`config.mk`:
```
export PLATFORM = sky130hd
export DESIGN_NAME = mm_mac
export DESIGN_NICKNAME = d
export VERILOG_FILES = /design/src/sv/mm_pkg.sv /design/src/sv/mm_mac.sv
export SDC_FILE = /design/constraint.sdc
export NUM_CORES = 1
export LEC_CHECK = 0
export BUFFER_PORTS_ARGS = -buffer_cell sky130_fd_sc_hd__buf_2
export CAP_MARGIN = 20
export CORE_UTILIZATION = 40
export CTS_CLUSTER_SIZE = 30
export DETAILED_ROUTE_END_ITERATION = 10
export HOLD_SLACK_MARGIN = 0.12
export PLACE_DENSITY = 0.63
export SYNTH_ARGS = -nofsm -noshare
export SYNTH_HDL_FRONTEND = slang
export SYNTH_SLANG_ARGS = --single-unit
export TNS_END_PERCENT = 100
```
`constraint.sdc`:
```
create_clock -name clk -period 3.8 [get_ports clk]
set_clock_uncertainty 0.15 [all_clocks]
set_input_delay 0.57 -clock clk [delete_from_list [all_inputs] [get_ports clk]]
set_output_delay 0.57 -clock clk [all_outputs]
set_load 0.01 [all_outputs]
```
`src/sv/mm_pkg.sv`:
```
package mm_pkg;

    // Store geometry
    localparam int MAX_ROWS  = 8;
    localparam int MAX_INNER = 64;
    localparam int MAX_COLS  = 8;

    localparam int ROW_IDX_W   = $clog2(MAX_ROWS);
    localparam int INNER_IDX_W = $clog2(MAX_INNER);
    localparam int COL_IDX_W   = $clog2(MAX_COLS);
    localparam int A_ADDR_W    = ROW_IDX_W + INNER_IDX_W;
    localparam int B_ADDR_W    = INNER_IDX_W + COL_IDX_W;

    // Field widths
    localparam int FUNC_W  = 2;
    localparam int POS_W   = 6;
    localparam int VAL_W   = 16;
    localparam int OUT_POS_W = 3;
    localparam int SUM_W   = 32;
    localparam int PROD_W  = 2 * VAL_W;
    localparam int ACC_W   = PROD_W + INNER_IDX_W;

    // Configuration registers
    localparam int ROWS_CFG_W  = 4;
    localparam int INNER_CFG_W = 7;
    localparam int CFG_IDX_W   = 2;
    localparam int CFG_DATA_W  = 7;

    typedef enum logic [CFG_IDX_W-1:0] {
        CFG_A_ROWS = 2'd0,
        CFG_A_COLS = 2'd1,
        CFG_B_ROWS = 2'd2,
        CFG_B_COLS = 2'd3
    } cfg_idx_t;

    typedef enum logic [FUNC_W-1:0] {
        FUNC_LOAD_A  = 2'd0,
        FUNC_LOAD_B  = 2'd1,
        FUNC_COMPUTE = 2'd2
    } func_t;

    typedef enum logic [1:0] {
        ST_IDLE,
        ST_ISSUE,
        ST_WAIT,
        ST_EMIT
    } state_t;

    // Control that travels with each operand pair into the MAC
    typedef struct packed {
        logic vld;
        logic first;
        logic last;
    } mac_ctl_t;

endpackage

```
`src/sv/mm_mac.sv`:
```
module mm_mac (
    input  logic                            clk,
    input  logic                            rst_n,
    input  mm_pkg::mac_ctl_t                ctl,
    input  logic signed [mm_pkg::VAL_W-1:0] a,
    input  logic signed [mm_pkg::VAL_W-1:0] b,
    output logic                            done,
    output logic signed [mm_pkg::SUM_W-1:0] sum
);
    import mm_pkg::*;

    mac_ctl_t                 prod_ctl_reg;
    logic signed [PROD_W-1:0] prod_reg;
    logic signed [ACC_W-1:0]  acc_reg;
    logic signed [ACC_W-1:0]  acc_next;
    logic                     done_reg;
    logic                     acc_pos;
    logic                     acc_neg;

    always_ff @(posedge clk or negedge rst_n) begin
        if (!rst_n) begin
            prod_ctl_reg <= '0;
            done_reg     <= 1'b0;
        end else begin
            prod_ctl_reg <= ctl;
            done_reg     <= prod_ctl_reg.vld && prod_ctl_reg.last;
        end
    end

    always_comb begin
        if (prod_ctl_reg.first) begin
            acc_next = ACC_W'(prod_reg);
        end else begin
            acc_next = acc_reg + ACC_W'(prod_reg);
        end
    end

    always_ff @(posedge clk) begin
        if (ctl.vld) begin
            prod_reg <= a * b;
        end
        if (prod_ctl_reg.vld) begin
            acc_reg <= acc_next;
        end
    end

    // Saturate when the bits above the result width disagree with its sign
    assign acc_pos = !acc_reg[ACC_W-1] && (|acc_reg[ACC_W-2:SUM_W-1]);
    assign acc_neg = acc_reg[ACC_W-1] && !(&acc_reg[ACC_W-2:SUM_W-1]);

    always_comb begin
        if (acc_pos) begin
            sum = {1'b0, {(SUM_W-1){1'b1}}};
        end else if (acc_neg) begin
            sum = {1'b1, {(SUM_W-1){1'b0}}};
        end else begin
            sum = acc_reg[SUM_W-1:0];
        end
    end

    assign done = done_reg;

endmodule

```
# After elaboration in Yosys (flattened, before gate mapping)
# Index checks and enable logic that the tools add are counted.
# classes
mul	1
n_shift	0
div_mod_pow	0
n_lt_le_gt_ge	0
reduce_logical	7
addsub	1
n_eq_ne	0
n_mux	3
bitwise	0
# op_table
cell	n
$mux 32	2
$add 38x32->38	1
$mux 38	1
$mul 16x16->32	1
$reduce_and 6->1	1
$reduce_or 6->1	1
$logic_and 1x1->1	3
$logic_not 1->1	2
# word_totals
mem_count	0
romBits	0
ramBits	0
reg_bits	74
latch_bits	0
elab_cells	18

# Logic depth before layout (Yosys ltp)
# depth
word_depth	5
mapped_depth	23

# Worst setup path after synthesis
# OpenSTA, ideal clock, no wires.
# synth_timing
path_kind	in2reg
start	input port b[1] (netlist bit)
end	register prod_reg[30] (data pin)
arrival_time_ps	5947
path_buffers	1
required_time_ps	3382
setup_time_ps	268
cell_stages	21
slack_ps	-2565
path_cell_list	clkbuf_1 nand2_1 inv_1 fa_1 fa_1 fa_1 fa_1 fa_1 inv_1 fa_1 inv_1 ha_1 a21o_1 a21oi_1 nor2b_1 or4_1 a31oi_1 o21ai_1 a41oi_1 a211oi_1 xor2_1
# synth_via
elab_chain_len	1
# synth_lines
item	line	rtl
start, declared	mm_mac.sv:6	input logic signed [mm_pkg::VAL_W-1:0] b,
$mul 16x16->32	mm_mac.sv:40	prod_reg <= a * b;
end signal, assigned	mm_mac.sv:40	
end, declared	mm_mac.sv:13	logic signed [PROD_W-1:0] prod_reg;
# No other way between the ends.
# A chain may end at the register's enable or synchronous reset.

# Final worst setup path
# layout_timing
start	input port a[6] (netlist bit)
end	register prod_reg[31] (data pin)
# layout_via
elab_chain_len	1
# layout_lines
item	line	rtl
start, declared	mm_mac.sv:5	input logic signed [mm_pkg::VAL_W-1:0] a,
$mul 16x16->32	mm_mac.sv:40	
# No other way between the ends.

==> impl_metrics.json <==
{
  "status": "finished with violations",
  "violations": "design-rule violations, negative setup slack",
  "vias": 11072,
  "min_path_type": "input port to flop",
  "period_share": 1.564,
  "final_nets": 2165,
  "finalHoldViolCount": 0,
  "setup_violations": 26,
  "grt_max_degree": 50,
  "gp_congestion": 0.9067,
  "grt.overflow.total": 0,
  "cp-start-kind": "input port",
  "mostFrequentLayoutCell": "inv_1",
  "drv_cap": 0,
  "endpoint_kind": "flop",
  "num-fill-cells": 3353,
  "drc": 8,
  "yosys.area.top_type_share": 0.3610,
  "synth_cells": 1544,
  "maxSlewViolCount": 0,
  "yosysTopAreaCell": "fa_1",
  "cts_max_path_buffers": 2,
  "synthToLayoutAreaGrowth_pct": 21.15,
  "yosys_warnings": 0,
  "crit_fanout": 6,
  "syn_nets": 1963,
  "required_ns": 3.74,
  "cts_tree": "built",
  "wirelength_um": 33790,
  "clock-sinks": 74,
  "critPathKind": "input port to flop",
  "detailedPlace.worstSlack_ns": -2.677,
  "die_h_um": 193.0,
  "antennaDiodeCount": 0,
  "die_w_um": 193.0,
  "final_cell_mix": "inv_1, fa_1, nand2_1, buf_4, and2_1",
  "via_per_inst": 5.005,
  "die_area_um2": 37230,
  "setup-tns-final_ns": -42.76,
  "track_usage": 0.1921,
  "drt-met1-wl_um": 15810,
  "met3_length_um": 1211,
  "clk_latency_ns": 0.33,
  "largest_reg_flops": 38,
  "synthArstFlopShare": 0.05405,
  "synth-seq-cells": 74,
  "cts_made_buffers": 9,
  "syn_area_per_cell_um2": 9.446,
  "layout-drive-gt1-share": 0.2073,
  "syn-cell-area_um2": 14590,
  "grt_pass1_vias": 11756,
  "crit_arrival_ns": 5.88,
  "synth-main-ff-cell": "edfxtp_1",
  "fmax_mhz": 168.3,
  "fin_ws_ns": -2.143,
  "ys_seq_area_frac": 0.1510,
  "routed.top_layer": "met4",
  "initial_core_util": 0.4081,
  "io_pins": 70,
  "firstDrtPassIters": 8,
  "core_um2": 35740,
  "avgRoutedWirePerCell_um": 15.27,
  "hold_ws_ns": 0.1880,
  "synth-edff-count": 70,
  "numPortBuffers": 69,
  "htree_levels": 3,
  "max_slew_margin": 0.4581,
  "yosysUniqueCellTypes": 65,
  "clk_pin_slew_worst_paths_ns": 0.06,
  "rsz0062_at_grt": "true",
  "synth_area_leaders": "fa_1, edfxtp_1, ha_1",
  "period_needed_ns": 5.943,
  "antenna_found_initial": 0,
  "root_buffer": "clkbuf_16",
  "ff2ff_setup_slack_ns": 0.43,
  "worstMarginPinSlew_ns": 0.8129,
  "row_count": 69,
  "grt_pass1_wl_um": 57240,
  "dpl.hpwl_um": 28540,
  "ant_nets": 0,
  "drt_iter0_drc": 666,
  "utilization": 0.4944,
  "wl_met2_um": 16310
}
==> path summary, 6_finish.rpt <==
path                            startpoint              end  cells after the start
max reg2reg                     acc_reg[0]      acc_reg[34]                     12
min in group asynchronous            rst_n  prod_ctl_reg[0]                      2
max in group asynchronous            rst_n  prod_ctl_reg[1]                      2
min reg2reg                prod_ctl_reg[0]             done                      1
min                                 ctl[1]  prod_ctl_reg[1]                      1
max                                   a[6]     prod_reg[31]                     20
==> critical path: stages <==
cell      delay [ns]
buf_12          0.11
and2_4          0.15
fa_1            0.53
inv_1           0.05
fa_1            0.47
fa_1            0.52
fa_1            0.49
inv_1           0.05
fa_1            0.45
fa_1            0.56
ha_4            0.23
a21oi_4         0.14
o22ai_2         0.10
or4_1           0.42
o22ai_2         0.15
o211ai_1        0.15
a31oi_2         0.31
o31ai_2         0.10
o22a_1          0.19
xnor2_1         0.12
==> timing repair <==
action,CTS,global route
pin swaps,46,38
hold endpoints to repair,4,0
hold buffers,1,0
gates cloned,0,1
gates resized for setup,73,61
setup endpoints to repair,26,26
buffers inserted,7,8
==> metrics by stage <==
step | instances | area (um^2)
floorplan | 1544 | 14870
global placement | 2184 | 16780
detailed placement | 2184 | 16780
CTS | 2207 | 17390
global route | 2212 | 17670
finish | 2212 | 17670
==> cells in the mapped netlist, drive strengths merged (18+ instances only) <==
library cell    n
inv           301
fa            263
nand2         175
and2          133
ha            119
edfxtp         70
o21ai          58
nor2           48
a21oi          47
clkbuf         47
xnor2          39
o21a           35
xor2           20
a21o           18
nand3          18
==> per-layer routing <==
layer,vias to the layer above,global-route usage
met3,32,0.01448
li1,5296,-
met2,235,0.3384
met1,5509,0.2611
met5,-,0
met4,0,0.03486
==> final cells by class <==
| cell class | instances | area (um^2) | area share |
|---|---|---|---|
| clock buffer | 9 | 225.2 | 0.01275 |
| clock inverter | 7 | 76.32 | 0.004319 |
| inverter | 301 | 1132 | 0.06408 |
| multi-input combinational | 1116 | 11500 | 0.6511 |
| sequential | 74 | 2203 | 0.1247 |
| tap | 461 | 576.8 | 0.03264 |
| timing repair buffer | 244 | 1952 | 0.1105 |
==> kinds of logic (layout without fill, tap and decap cells) <==
group                      count (synthesis)  in the layout  synth area share
and+or+nand+nor                          442            442            0.1520
adders and majority gates                382            382            0.4631
buffers and inverters                    354            561           0.09162
AOI/OAI and AO/OA                        228            228            0.1034
DFF                                       74             74            0.1510
xor gates and xnor gates                  59             59           0.03543
muxes                                      5              5          0.003517
Power is not shown: default switching activity piles up to over one toggle a cycle in this logic, so the estimate is an artifact.
